===== src/hdl/vhsc_pkg.sv =====
// Shared constants, types and helper functions for the VDI header check.
`default_nettype none

package vhsc_pkg;

  localparam int HEADER_BYTES = 512;
  localparam int CNT_W        = $clog2(HEADER_BYTES + 1);

  localparam int BYTE_W     = 8;
  localparam int WORD_W     = 32;
  localparam int DISK_W     = 64;
  localparam int LIMIT_W    = 48;
  localparam int HDR_W      = 12;
  localparam int USED_W     = 30;
  localparam int PROD_W     = USED_W + WORD_W;
  localparam int SUM_W      = PROD_W + 1;
  localparam int IN_DATA_W  = 56;
  localparam int OUT_DATA_W = 48;

  localparam logic [WORD_W-1:0]  SIG_VALUE      = 32'hbeda107f;
  localparam logic [WORD_W-1:0]  VER_A          = 32'h00010001;
  localparam logic [WORD_W-1:0]  VER_B          = 32'h00010002;
  localparam logic [WORD_W-1:0]  MAX_HDR        = 32'd2048;
  localparam logic [WORD_W-1:0]  IMG_TYPE_DYN   = 32'd1;
  localparam logic [WORD_W-1:0]  IMG_TYPE_FIXED = 32'd2;
  localparam logic [LIMIT_W-1:0] MIN_END        = 48'd512;

  // Header field byte offsets
  localparam logic [CNT_W-1:0] SIG_OFS    = CNT_W'('h040);
  localparam logic [CNT_W-1:0] VER_OFS    = CNT_W'('h044);
  localparam logic [CNT_W-1:0] HDR_OFS    = CNT_W'('h048);
  localparam logic [CNT_W-1:0] TYPE_OFS   = CNT_W'('h04c);
  localparam logic [CNT_W-1:0] OFFSET_OFS = CNT_W'('h158);
  localparam logic [CNT_W-1:0] DISK_OFS   = CNT_W'('h170);
  localparam logic [CNT_W-1:0] BLK_OFS    = CNT_W'('h178);
  localparam logic [CNT_W-1:0] TOTAL_OFS  = CNT_W'('h180);
  localparam logic [CNT_W-1:0] ALLOC_OFS  = CNT_W'('h184);

  localparam int LONG_LEN    = 39;
  localparam int SHORT_LEN   = 34;
  localparam int MAGIC_IDX_W = $clog2(LONG_LEN);

  localparam logic [BYTE_W-1:0] LONG_MAGIC [LONG_LEN] = '{
    8'h3c, 8'h3c, 8'h3c, 8'h20,
    8'h4f, 8'h72, 8'h61, 8'h63, 8'h6c, 8'h65, 8'h20,
    8'h56, 8'h4d, 8'h20,
    8'h56, 8'h69, 8'h72, 8'h74, 8'h75, 8'h61, 8'h6c, 8'h42, 8'h6f, 8'h78, 8'h20,
    8'h44, 8'h69, 8'h73, 8'h6b, 8'h20,
    8'h49, 8'h6d, 8'h61, 8'h67, 8'h65, 8'h20,
    8'h3e, 8'h3e, 8'h3e
  };

  localparam logic [BYTE_W-1:0] SHORT_MAGIC [SHORT_LEN] = '{
    8'h3c, 8'h3c, 8'h3c, 8'h20,
    8'h51, 8'h45, 8'h4d, 8'h55, 8'h20,
    8'h56, 8'h4d, 8'h20,
    8'h56, 8'h69, 8'h72, 8'h74, 8'h75, 8'h61, 8'h6c, 8'h20,
    8'h44, 8'h69, 8'h73, 8'h6b, 8'h20,
    8'h49, 8'h6d, 8'h61, 8'h67, 8'h65, 8'h20,
    8'h3e, 8'h3e, 8'h3e
  };

  // Judge request from the capture stage to the arithmetic pipeline
  typedef struct packed {
    logic                pass;
    logic [HDR_W-1:0]    hdr;
    logic [WORD_W-1:0]   blk;
    logic [USED_W-1:0]   used;
    logic [WORD_W-1:0]   offset;
    logic [LIMIT_W-1:0]  limit;
  } req_t;

  function automatic logic [BYTE_W-1:0] long_magic_byte(input logic [MAGIC_IDX_W-1:0] idx);
    logic [BYTE_W-1:0] b;
    b = '0;
    if (int'(idx) < LONG_LEN) begin
      b = LONG_MAGIC[idx];
    end
    return b;
  endfunction

  function automatic logic [BYTE_W-1:0] short_magic_byte(input logic [MAGIC_IDX_W-1:0] idx);
    logic [BYTE_W-1:0] b;
    b = '0;
    if (int'(idx) < SHORT_LEN) begin
      b = SHORT_MAGIC[idx];
    end
    return b;
  endfunction

  function automatic logic [WORD_W-1:0] swap32(input logic [WORD_W-1:0] v);
    return {v[7:0], v[15:8], v[23:16], v[31:24]};
  endfunction

  // Words are held in file order; prefer the little-endian reading unless it is zero
  function automatic logic [WORD_W-1:0] le_or_be(input logic [WORD_W-1:0] be);
    logic [WORD_W-1:0] le;
    le = swap32(be);
    return (le != '0) ? le : be;
  endfunction

endpackage

`default_nettype wire


===== src/hdl/vhsc_capture.sv =====
// Input register, header field capture and header checks.
`default_nettype none

module vhsc_capture (
  input  wire logic                                 clk_i,
  input  wire logic                                 rst_ni,
  input  wire logic                                 in_valid_i,
  output logic                                      in_ready_o,
  input  wire logic [vhsc_pkg::BYTE_W-1:0]          in_byte_i,
  input  wire logic                                 in_last_i,
  input  wire logic [vhsc_pkg::LIMIT_W-1:0]         in_limit_i,
  output logic                                      req_valid_o,
  input  wire logic                                 req_ready_i,
  output vhsc_pkg::req_t                            req_o
);

  localparam int CW = vhsc_pkg::CNT_W;
  localparam int WW = vhsc_pkg::WORD_W;

  logic                              in_valid_q;
  logic [vhsc_pkg::BYTE_W-1:0]       in_byte_q;
  logic                              in_last_q;
  logic [vhsc_pkg::LIMIT_W-1:0]      in_limit_q;

  logic [CW-1:0]                     cnt_q, cnt_d;
  logic                              long_q, long_d;
  logic                              short_q, short_d;
  logic [WW-1:0]                     sig_q, sig_d;
  logic [WW-1:0]                     ver_q, ver_d;
  logic [WW-1:0]                     hdr_q, hdr_d;
  logic [WW-1:0]                     type_q, type_d;
  logic [WW-1:0]                     off_q, off_d;
  logic [vhsc_pkg::DISK_W-1:0]       disk_q, disk_d;
  logic [WW-1:0]                     blk_q, blk_d;
  logic [WW-1:0]                     total_q, total_d;
  logic [WW-1:0]                     alloc_q, alloc_d;

  logic                              a_valid_q;
  vhsc_pkg::req_t                    a_q, a_d;

  logic                              a_ready;
  logic                              in_fire;
  logic                              in_ready;
  logic                              close;

  assign a_ready  = !a_valid_q || req_ready_i;
  assign in_fire  = in_valid_q && (!in_last_q || a_ready);
  assign in_ready = !in_valid_q || in_fire;
  assign close    = in_fire && in_last_q;

  assign in_ready_o  = in_ready;
  assign req_valid_o = a_valid_q;
  assign req_o       = a_q;

  // Field capture for the byte at position cnt_q
  always_comb begin
    cnt_d   = cnt_q;
    long_d  = long_q;
    short_d = short_q;
    sig_d   = sig_q;
    ver_d   = ver_q;
    hdr_d   = hdr_q;
    type_d  = type_q;
    off_d   = off_q;
    disk_d  = disk_q;
    blk_d   = blk_q;
    total_d = total_q;
    alloc_d = alloc_q;
    if (in_fire && (cnt_q < CW'(vhsc_pkg::HEADER_BYTES))) begin
      cnt_d = cnt_q + CW'(1);
      if ((cnt_q < CW'(vhsc_pkg::LONG_LEN)) &&
          (in_byte_q != vhsc_pkg::long_magic_byte(cnt_q[vhsc_pkg::MAGIC_IDX_W-1:0]))) begin
        long_d = 1'b0;
      end
      if ((cnt_q < CW'(vhsc_pkg::SHORT_LEN)) &&
          (in_byte_q != vhsc_pkg::short_magic_byte(cnt_q[vhsc_pkg::MAGIC_IDX_W-1:0]))) begin
        short_d = 1'b0;
      end
      if (cnt_q[CW-1:2] == vhsc_pkg::SIG_OFS[CW-1:2]) begin
        sig_d = {sig_q[WW-9:0], in_byte_q};
      end else if (cnt_q[CW-1:2] == vhsc_pkg::VER_OFS[CW-1:2]) begin
        ver_d = {ver_q[WW-9:0], in_byte_q};
      end else if (cnt_q[CW-1:2] == vhsc_pkg::HDR_OFS[CW-1:2]) begin
        hdr_d = {hdr_q[WW-9:0], in_byte_q};
      end else if (cnt_q[CW-1:2] == vhsc_pkg::TYPE_OFS[CW-1:2]) begin
        type_d = {type_q[WW-9:0], in_byte_q};
      end else if (cnt_q[CW-1:2] == vhsc_pkg::OFFSET_OFS[CW-1:2]) begin
        off_d = {off_q[WW-9:0], in_byte_q};
      end else if (cnt_q[CW-1:3] == vhsc_pkg::DISK_OFS[CW-1:3]) begin
        disk_d = {disk_q[vhsc_pkg::DISK_W-9:0], in_byte_q};
      end else if (cnt_q[CW-1:2] == vhsc_pkg::BLK_OFS[CW-1:2]) begin
        blk_d = {blk_q[WW-9:0], in_byte_q};
      end else if (cnt_q[CW-1:2] == vhsc_pkg::TOTAL_OFS[CW-1:2]) begin
        total_d = {total_q[WW-9:0], in_byte_q};
      end else if (cnt_q[CW-1:2] == vhsc_pkg::ALLOC_OFS[CW-1:2]) begin
        alloc_d = {alloc_q[WW-9:0], in_byte_q};
      end
    end
  end

  // Header checks on the captured words, including the closing byte
  logic [WW-1:0] sig_le, ver_le, hdr_v, blk_v, type_le, type_v, used_v;
  logic          sig_ok, ver_ok, hdr_ok, used_ok;

  always_comb begin
    sig_le  = vhsc_pkg::swap32(sig_d);
    ver_le  = vhsc_pkg::swap32(ver_d);
    hdr_v   = vhsc_pkg::le_or_be(hdr_d);
    blk_v   = vhsc_pkg::le_or_be(blk_d);
    type_le = vhsc_pkg::swap32(type_d);
    type_v  = ((type_le == vhsc_pkg::IMG_TYPE_DYN) || (type_le == vhsc_pkg::IMG_TYPE_FIXED))
              ? type_le : type_d;
    used_v  = (type_v == vhsc_pkg::IMG_TYPE_FIXED) ? vhsc_pkg::le_or_be(total_d)
                                                   : vhsc_pkg::le_or_be(alloc_d);
    sig_ok  = (sig_le == vhsc_pkg::SIG_VALUE) || (sig_d == vhsc_pkg::SIG_VALUE);
    ver_ok  = (ver_le == vhsc_pkg::VER_A) || (ver_le == vhsc_pkg::VER_B) ||
              (ver_d == vhsc_pkg::VER_A) || (ver_d == vhsc_pkg::VER_B);
    hdr_ok  = (hdr_v != '0) && (hdr_v <= vhsc_pkg::MAX_HDR);
    used_ok = (used_v != '0) && (used_v[WW-1:vhsc_pkg::USED_W] == '0);

    a_d.pass   = (cnt_d == CW'(vhsc_pkg::HEADER_BYTES)) && (long_d || short_d) &&
                 sig_ok && ver_ok && hdr_ok && (disk_d != '0) && (blk_v != '0);
    a_d.hdr    = hdr_v[vhsc_pkg::HDR_W-1:0];
    a_d.blk    = blk_v;
    a_d.used   = used_ok ? used_v[vhsc_pkg::USED_W-1:0] : '0;
    a_d.offset = vhsc_pkg::le_or_be(off_d);
    a_d.limit  = in_limit_q;
  end

  always_ff @(posedge clk_i or negedge rst_ni) begin
    if (!rst_ni) begin
      in_valid_q <= 1'b0;
    end else if (in_ready) begin
      in_valid_q <= in_valid_i;
    end
  end

  always_ff @(posedge clk_i) begin
    if (in_ready && in_valid_i) begin
      in_byte_q  <= in_byte_i;
      in_last_q  <= in_last_i;
      in_limit_q <= in_limit_i;
    end
  end

  always_ff @(posedge clk_i or negedge rst_ni) begin
    if (!rst_ni) begin
      cnt_q   <= '0;
      long_q  <= 1'b1;
      short_q <= 1'b1;
      sig_q   <= '0;
      ver_q   <= '0;
      hdr_q   <= '0;
      type_q  <= '0;
      off_q   <= '0;
      disk_q  <= '0;
      blk_q   <= '0;
      total_q <= '0;
      alloc_q <= '0;
    end else if (close) begin
      cnt_q   <= '0;
      long_q  <= 1'b1;
      short_q <= 1'b1;
      sig_q   <= '0;
      ver_q   <= '0;
      hdr_q   <= '0;
      type_q  <= '0;
      off_q   <= '0;
      disk_q  <= '0;
      blk_q   <= '0;
      total_q <= '0;
      alloc_q <= '0;
    end else begin
      cnt_q   <= cnt_d;
      long_q  <= long_d;
      short_q <= short_d;
      sig_q   <= sig_d;
      ver_q   <= ver_d;
      hdr_q   <= hdr_d;
      type_q  <= type_d;
      off_q   <= off_d;
      disk_q  <= disk_d;
      blk_q   <= blk_d;
      total_q <= total_d;
      alloc_q <= alloc_d;
    end
  end

  always_ff @(posedge clk_i or negedge rst_ni) begin
    if (!rst_ni) begin
      a_valid_q <= 1'b0;
    end else if (a_ready) begin
      a_valid_q <= close;
    end
  end

  always_ff @(posedge clk_i) begin
    if (close) begin
      a_q <= a_d;
    end
  end

endmodule

`default_nettype wire


===== src/hdl/vhsc_judge.sv =====
// Image end arithmetic: multiply, add, clamp, and the result register.
`default_nettype none

module vhsc_judge (
  input  wire logic                                 clk_i,
  input  wire logic                                 rst_ni,
  input  wire logic                                 req_valid_i,
  output logic                                      req_ready_o,
  input  wire vhsc_pkg::req_t                       req_i,
  output logic                                      res_valid_o,
  input  wire logic                                 res_ready_i,
  output logic                                      res_accepted_o,
  output logic [vhsc_pkg::LIMIT_W-1:0]              res_end_o
);

  localparam int LW = vhsc_pkg::LIMIT_W;
  localparam int HW = vhsc_pkg::HDR_W;
  localparam int SW = vhsc_pkg::SUM_W;

  logic                             b_valid_q;
  logic                             b_pass_q;
  logic [HW-1:0]                    b_hdr_q;
  logic [vhsc_pkg::WORD_W-1:0]      b_off_q;
  logic [LW-1:0]                    b_lim_q;
  logic [vhsc_pkg::PROD_W-1:0]      b_prod_q;

  logic                             c_valid_q;
  logic                             c_pass_q;
  logic [SW-1:0]                    c_sum_q;
  logic [LW-1:0]                    c_lim_q;
  logic [HW-1:0]                    c_hcap_q;

  logic                             o_valid_q;
  logic                             o_acc_q;
  logic [LW-1:0]                    o_end_q, o_end_d;

  logic                             o_ready, c_ready, b_ready;
  logic [HW-1:0]                    hcap;
  logic [LW-1:0]                    e1, e3, e4;

  assign o_ready = !o_valid_q || res_ready_i;
  assign c_ready = !c_valid_q || o_ready;
  assign b_ready = !b_valid_q || c_ready;

  assign req_ready_o    = b_ready;
  assign res_valid_o    = o_valid_q;
  assign res_accepted_o = o_acc_q;
  assign res_end_o      = o_end_q;

  // Header size already clamped to the limit
  assign hcap = (LW'(b_hdr_q) > b_lim_q) ? b_lim_q[HW-1:0] : b_hdr_q;

  always_comb begin
    if ((c_sum_q == '0) || (c_sum_q > SW'(c_lim_q))) begin
      e1 = c_lim_q;
    end else begin
      e1 = c_sum_q[LW-1:0];
    end
    e3      = (e1 >= LW'(c_hcap_q)) ? e1 : LW'(c_hcap_q);
    e4      = (e3 < vhsc_pkg::MIN_END) ? vhsc_pkg::MIN_END : e3;
    o_end_d = c_pass_q ? e4 : '0;
  end

  always_ff @(posedge clk_i or negedge rst_ni) begin
    if (!rst_ni) begin
      b_valid_q <= 1'b0;
      c_valid_q <= 1'b0;
      o_valid_q <= 1'b0;
    end else begin
      if (b_ready) begin
        b_valid_q <= req_valid_i;
      end
      if (c_ready) begin
        c_valid_q <= b_valid_q;
      end
      if (o_ready) begin
        o_valid_q <= c_valid_q;
      end
    end
  end

  always_ff @(posedge clk_i) begin
    if (b_ready && req_valid_i) begin
      b_pass_q <= req_i.pass;
      b_hdr_q  <= req_i.hdr;
      b_off_q  <= req_i.offset;
      b_lim_q  <= req_i.limit;
      b_prod_q <= vhsc_pkg::PROD_W'(req_i.used) * vhsc_pkg::PROD_W'(req_i.blk);
    end
    if (c_ready && b_valid_q) begin
      c_pass_q <= b_pass_q;
      c_sum_q  <= SW'(b_off_q) + SW'(b_prod_q);
      c_lim_q  <= b_lim_q;
      c_hcap_q <= hcap;
    end
    if (o_ready && c_valid_q) begin
      o_acc_q <= c_pass_q;
      o_end_q <= o_end_d;
    end
  end

endmodule

`default_nettype wire


===== src/hdl/vdi_header_size_check.sv =====
// A closing request passes the input, capture request and judge b, c and o registers
// on its way to the master side. Throughput: one header byte per cycle; requests keep
// flowing while a result waits, until the capture request and judge registers are full.
// Per byte the capture stage is the only work; the 30x32 multiply sits in its own stage.
// Reset: rst_ni is asynchronous, active low; it empties the pipeline and clears
// the byte count and captured header words, and sets the magic match flags.
`default_nettype none

module vdi_header_size_check (
  input  wire logic                                 clk_i,
  input  wire logic                                 rst_ni,
  input  wire logic                                 s_axis_tvalid_i,
  output logic                                      s_axis_tready_o,
  // [7:0] data_byte, [55:8] extent_limit
  input  wire logic [vhsc_pkg::IN_DATA_W-1:0]       s_axis_tdata_i,
  input  wire logic                                 s_axis_tlast_i,
  output logic                                      m_axis_tvalid_o,
  input  wire logic                                 m_axis_tready_i,
  // [47:0] file_end
  output logic [vhsc_pkg::OUT_DATA_W-1:0]           m_axis_tdata_o,
  // [0] accepted
  output logic                                      m_axis_tuser_o
);

  logic           req_valid;
  logic           req_ready;
  vhsc_pkg::req_t req;

  vhsc_capture u_capture (
    .clk_i       (clk_i),
    .rst_ni      (rst_ni),
    .in_valid_i  (s_axis_tvalid_i),
    .in_ready_o  (s_axis_tready_o),
    .in_byte_i   (s_axis_tdata_i[vhsc_pkg::BYTE_W-1:0]),
    .in_last_i   (s_axis_tlast_i),
    .in_limit_i  (s_axis_tdata_i[vhsc_pkg::BYTE_W +: vhsc_pkg::LIMIT_W]),
    .req_valid_o (req_valid),
    .req_ready_i (req_ready),
    .req_o       (req)
  );

  vhsc_judge u_judge (
    .clk_i          (clk_i),
    .rst_ni         (rst_ni),
    .req_valid_i    (req_valid),
    .req_ready_o    (req_ready),
    .req_i          (req),
    .res_valid_o    (m_axis_tvalid_o),
    .res_ready_i    (m_axis_tready_i),
    .res_accepted_o (m_axis_tuser_o),
    .res_end_o      (m_axis_tdata_o)
  );

endmodule

`default_nettype wire


===== config.mk =====
export PLATFORM = sky130hd
export DESIGN_NAME = vdi_header_size_check
export DESIGN_NICKNAME = d
export VERILOG_FILES = /design/src/hdl/vhsc_pkg.sv /design/src/hdl/vhsc_capture.sv /design/src/hdl/vhsc_judge.sv /design/src/hdl/vdi_header_size_check.sv
export SDC_FILE = /design/constraint.sdc
export NUM_CORES = 2
export LEC_CHECK = 0
export BUFFER_PORTS_ARGS = -buffer_cell sky130_fd_sc_hd__buf_4
export CAP_MARGIN = 20
export CELL_PAD_IN_SITES_DETAIL_PLACEMENT = 1
export CELL_PAD_IN_SITES_GLOBAL_PLACEMENT = 2
export CORE_ASPECT_RATIO = 1.4
export CORE_MARGIN = 1
export CORE_UTILIZATION = 35
export CTS_CLUSTER_SIZE = 8
export DETAILED_ROUTE_END_ITERATION = 8
export PLACE_DENSITY = 0.8
export SYNTH_ARGS = -nofsm -noshare
export SYNTH_HDL_FRONTEND = slang
export SYNTH_SLANG_ARGS = --single-unit

===== constraint.sdc =====
create_clock -name clk_i -period 14.65 [get_ports clk_i]
set_input_delay 2.93 -clock clk_i [delete_from_list [all_inputs] [get_ports clk_i]]
set_output_delay 2.93 -clock clk_i [all_outputs]
set_load 0.05 [all_outputs]

# Word level (Yosys, flattened, before mapping)
# Memory sizes are Yosys's and may differ from the RTL's.
# Index checks and enable logic that the tools add are counted.
op_classes:
  n_addsub: 2
  multipliers: 1
  order_cmp: 11
  n_eq_ne: 21
  mux: 90
  n_bitwise: 2
  n_reduce_logical: 48
ops:
  columns: ["op", "n"]
  rows:
  - ["two-way mux 32 bit", 62]
  - ["two-way mux 64 bit", 8]
  - ["nonzero test 32 bit", 8]
  - ["== test 32 x 17 -> 1 bit, second input constant", 4]
  - ["two-way mux 48 bit", 2]
  - ["== test 32 x 2 -> 1 bit, second input constant", 2]
  - ["== test 32 bit, second input constant", 2]
  - ["two-way mux 8 bit", 8]
  - ["nonzero test 64 bit", 1]
  - ["adder 32 x 62 -> 63 bit", 1]
  - ["> comparator 63 x 48 -> 1 bit", 1]
  - ["zero test 63 bit", 1]
  - ["multiplier 30 x 32 -> 62 bit", 1]
  - ["greater-or-equal comparator 48 x 12 -> 1 bit", 1]
  - ["> comparator 12 x 48 -> 1 bit", 1]
  - ["less-than comparator 48 x 10 -> 1 bit, second input constant", 1]
  - ["== test 32 x 1 -> 1 bit, second input constant", 1]
  - ["== test 8 x 5 -> 1 bit, second input constant", 4]
  - ["== test 8 x 7 -> 1 bit, second input constant", 4]
  - ["<= comparator 32 x 12 -> 1 bit, second input constant", 1]
  - ["two-way mux 10 bit", 3]
  - ["less-than comparator 10 x 6 -> 1 bit, second input constant", 2]
  - ["logical AND 1 bit", 17]
  - ["inequality test 8 bit", 2]
  - ["other kinds (14)", 37]
totals:
  regBits: 877
  mem_bits_ro: 1024
  in_bits: 61
  out_inout_bits: 51
  wordCells: 215
  memories: 2
mem_list:
  columns: ["name", "depth", "width", "rd", "rd_clocked_by_memory_dff", "write_ports", "line_no", "text"]
  rows:
  - ["(name not given)", 64, 8, 1, 0, 0, "vhsc_pkg.sv:77", "b = LONG_MAGIC[idx];"]
  - ["(name not given)", 64, 8, 1, 0, 0, "vhsc_pkg.sv:86", "b = SHORT_MAGIC[idx];"]

# Depth between registers and ports, before layout
logic_depth:
  depth_word: 20
  depth_mapped: 28
  mapped_depth_nobuf: 27

# Cells and area by module
# A second synthesis with hierarchy kept.
unflattened:
  cells_unflattened: 6702
  hier_area_um2: 68722.2
by_module_without_submodules:
  columns: ["module", "n_inst", "cells_per_inst", "area_per_inst_um2", "seq_area_each_um2"]
  rows:
  - ["vhsc_judge", 1, 4607, 45788.9, 9924.5]
  - ["vhsc_capture", 1, 2095, 22933.2, 14726.6]

# Worst setup path after synthesis
# Ideal clock, no wire load.
synth_path:
  path_type: "in2reg"
  start: "input port m_axis_tready_i"
  end: "register u_capture.a_q (netlist bit u_capture.req_o[0]), enable pin"
  setup_time_ns: 0.580
  arrival_time_ns: 8.149
  required_time_ns: 14.070
  slack_ns: 5.921
  stages: 7
  path_buffers: 2
  cell_sequence: "nand4b_1 nor2_1 nor2b_1 nand2_1 clkinv_1 clkbuf_1 clkbuf_1"
synth_between:
  elab_chain_cells: 7
synth_rtl:
  columns: ["element", "line_no", "text"]
  rows:
  - ["from (decl)", "vdi_header_size_check.sv:18", "input wire logic m_axis_tready_i,"]
  - ["logical OR 1 bit", "vhsc_judge.sv:41", "assign o_ready = !o_valid_q || res_ready_i;"]
  - ["logical OR 1 bit", "vhsc_judge.sv:42", "assign c_ready = !c_valid_q || o_ready;"]
  - ["logical OR 1 bit", "vhsc_judge.sv:43", "assign b_ready = !b_valid_q || c_ready;"]
  - ["logical OR 1 bit", "vhsc_capture.sv:46", "assign a_ready = !a_valid_q || req_ready_i;"]
  - ["logical OR 1 bit", "vhsc_capture.sv:47", "assign in_fire = in_valid_q && (!in_last_q || a_ready);"]
  - ["logical AND 1 bit", "vhsc_capture.sv:47", null]
  - ["logical AND 1 bit", "vhsc_capture.sv:49", "assign close = in_fire && in_last_q;"]
  - ["via u_capture.close", "vhsc_capture.sv:44", "logic close;"]
  - ["to (signal assigned)", "vhsc_capture.sv:199", "a_q <= a_d;"]
  - ["to (decl)", "vhsc_capture.sv:39", "vhsc_pkg::req_t a_q, a_d;"]
# The timed path passes the listed nets, and every way through them passes these cells.
# A chain may end at the register's enable or synchronous reset.

# Worst setup path in the final report
layout_path:
  start: "register u_capture.a_q (netlist bit u_capture.req_o[134])"
  end: "register u_judge.b_prod_q[61] (netlist name) (data pin)"
layout_between:
  elab_chain_cells: 1
layout_rtl:
  columns: ["element", "line_no", "text"]
  rows:
  - ["multiplier 30 x 32 -> 62 bit", "vhsc_judge.sv:88", "b_prod_q <= vhsc_pkg::PROD_W'(req_i.used) * vhsc_pkg::PROD_W'(req_i.blk);"]
  - ["to (signal assigned)", "vhsc_judge.sv:88", null]
  - ["to (decl)", "vhsc_judge.sv:25", "logic [vhsc_pkg::PROD_W-1:0] b_prod_q;"]
# Every way passes these cells.

==> flow_summary.yaml <==
clock_network:
  cts-htree-levels: 4
  cts_buffer_depth: 3
  cts-hold-fix-buffers: 0
  cts_setup_buffers: 0
  cts_buffers: 131
  clkLatencyLatePin_ps: 820
  clkSlewWorstSetupHoldPaths_ps: 50
  cts_tree: "built"
  clock-sinks: 877
  cts-resized-gates: 0
  clockRootBuffer: "clkbuf_16"
setup_path:
  reg2reg_slack_ps: 5690
  crit_start: "u_capture.req_o[134]$_DFFE_PP_"
  crit_chain: "buf_4, nand2_1, fa_1, inv_1, fa_1, fa_1, inv_1, fa_1, inv_1, fa_1, fa_1, fa_1, fa_1, ha_1, and2_1, and4_1, nand4_1, nand3_1, o31ai_1, nand3b_1, a2111oi_0, o31ai_1, a21oi_1, xnor2_1"
  critPathLaunchType: "flip-flop"
  cpMaxStageDelayCell: "a2111oi_0"
  max_stage_delay_ps: 880
  critPathKind: "reg2reg"
  r2r-start: "u_capture.req_o[134]$_DFFE_PP_"
  cp-end-kind: "flip-flop"
  crit_arrival_ps: 9440
  cp_common_cell: "fa_1"
  cp.required_ps: 15130
  path_max_fanout: 30
yosys:
  ys_async_sr_fraction_pct: 38.4
  yosysUniqueCellTypes: 77
  yosysMostFrequentCell: "nand2_1"
  synthTopCellsByArea: "fa_1 24%, edfxtp_1 23%, dfrtp_1 12%, nand2_1 7.8%, ha_1 6.6%"
  syn_avg_cell_area_sq_um: 10.0
  synth-edff-count: 540
  syn_nets: 8183
  yosys_register_bits: 877
  yosys.area.top_type_share_pct: 24.2
  synth_common_cells: "1,430 x nand2_1, 981 x inv_1, 837 x fa_1"
  ys_warn_count: 0
  yosysSeqAreaShare_pct: 35.6
  yosys_most_used_dff: "edfxtp_1"
  netlist_area_sq_mm: 0.0692
  synthCells: 6918
  synth_top_area_cell: "fa_1"
sta:
  hold_violations: 0
  max_freq_ghz: 0.112
  relSlewSlack_pct: 18.3
  fin_crit_ps: 8960
  tightest_slew_ps: 1230
  rsz0062_at_grt: "no"
  finalClockSkew_ps: 80.5
  worst_slack_ps: 5690
  tns_ps: 0
  finalCritPeriodShare_pct: 61.2
  setup_viol_count_final: 0
  maxSlewViolCount: 0
die:
  core_sq_mm: 0.196
  rows: 192
  dieWidth_um: 378
  dieArea_sq_mm: 0.200
  ios: 112
  start_util_pct: 35.3
  die_y_um: 528
placed_design:
  io_buffers: 111
  gp_congestion: 0.888
  pre_cts_ws_ps: 5730
  dp_hpwl_um: 155000
  dpl.cell_count: 9376
worst_hold_path:
  hp-class: "reg2reg"
  holdCritStartpoint: "u_capture.req_o[52]$_DFFE_PP_"
routing:
  first_pass_iters: 5
  drtIter0Drc: 2554
  drc_errors: 0
  antenna_left: 0
  wirelength_um: 219000
  num_vias: 50300
  wl_per_cell_um: 22.9
  avgViaCountPerCell: 5.25
global_routing:
  antenna_found_initial: 5
  track_usage_pct: 22.3
  grt-ovfl-total: 0
  grt_pass1_vias: 56400
  grt_pass1_wl_um: 339000
  grt_max_degree: 166
finish:
  fill_cells: 22000
  fin_util_pct: 39.2
  stdcell_count: 9588
  fin_nets: 8160
  areaGrowthSynthToFinish_pct: 11.1
  layout-drive-gt1-share_pct: 6.33
run_status:
  outcome: "complete, no violations"
job:
  drv_cap: 0
layout make-up:
| class | instances | area [sq um] | share of cell area [%] |
|---|---|---|---|
| clock buffer | 184 | 3500 | 4.55 |
| timing repair buffer | 231 | 1790 | 2.33 |
| clock inverter | 21 | 474 | 0.617 |
| inverter | 982 | 3690 | 4.80 |
| tap | 2619 | 3280 | 4.26 |
| multi-input combinational | 4672 | 39500 | 51.4 |
| antenna | 2 | 5.00 | 0.00651 |
| sequential | 877 | 24700 | 32.1 |
worst paths after layout:
| check | end | cells after the start |
|---|---|---|
| min in group asynchronous | u_capture.alloc_q[30]$_DFF_PN0_ | 1 |
| worst min register to register | u_judge.b_off_q[4]$_DFFE_PP_ | 0 |
| worst min-delay path | u_judge.b_off_q[4]$_DFFE_PP_ | 0 |
| worst max-delay path | u_judge.b_prod_q[61]$_DFFE_PP_ | 24 |
| worst max register to register | u_judge.b_prod_q[61]$_DFFE_PP_ | 24 |
| max in group asynchronous | u_capture.cnt_q[9]$_DFF_PN0_ | 3 |
stage by stage:
| stage | hold slack [ps] | instance area, sq um |
|---|---|---|
| finish | 405 | 76900 |
| global route | 420 | 76900 |
| CTS | 400 | 76800 |
| detailed placement | 405 | 72900 |
| global placement | 402 | 72800 |
| floorplan | 400 | 69200 |
logic make-up (layout without fill, tap and decap cells):
group                    count (synthesis)  in the layout  share of synthesized area (%)
adder cells (fa/ha/maj)               1204           1204                           30.8
AO/OA/AOI/OAI                          882            882                           7.78
multiplexers                            90             90                           1.36
XOR/XNOR                               119            119                           1.51
flip-flops                             877            877                           35.6
buffers and inverters                 1369           1418                           7.45
other                                    0              2                              0
AND/OR/NAND/NOR                       2377           2377                           15.5
worst max-delay path: cells and delay by family, from the launching register on:
family | cells | cell delay (ps)
adders and majority gates | 9 | 4630
AOI/OAI and AO/OA | 4 | 1770
xor gates and xnor gates | 1 | 80
DFF | 1 | 350
buffers and inverters | 4 | 640
and+or+nand+nor | 6 | 1170
layout by cell type (no fill, tap or decap), types with 35 or more instances in the layout:
cell	count
and2_1	247
nor4_1	75
nand4_1	66
xnor2_1	77
a211oi_1	53
a21o_1	76
inv_1	981
xor2_1	42
ha_1	367
nand3_1	65
edfxtp_1	540
a31oi_1	35
mux2i_1	67
fa_1	837
nand2_1	1429
nor2_1	244
clkbuf_16	131
clkbuf_1	51
buf_4	226
nor3_1	60
dfrtp_1	335
a21oi_1	449
o21ai_0	87
registers in the layout, indices dropped and copies added (netlist names), 48 cells and up:
signal                count
u_capture.req_o         155
u_judge.c_lim_q          48
u_capture.disk_q         64
u_judge.res_end_o        48
u_judge.b_lim_q          48
u_judge.b_prod_q         62
u_capture.in_limit_q     48
u_judge.c_sum_q          63
per-layer routing:
layer / vias up / wire [um] / GRT usage, %
li1: 22300 / - / -
met1: 26300 / 84300 / 25.8
met2: 1190 / 115000 / 40.5
met3: 517 / 8060 / 2.53
met4: 0 / 11900 / 11.2
met5: - / 0 / 0
Power is not shown: default switching activity piles up to over one toggle a cycle in this logic, so the estimate is an artifact.
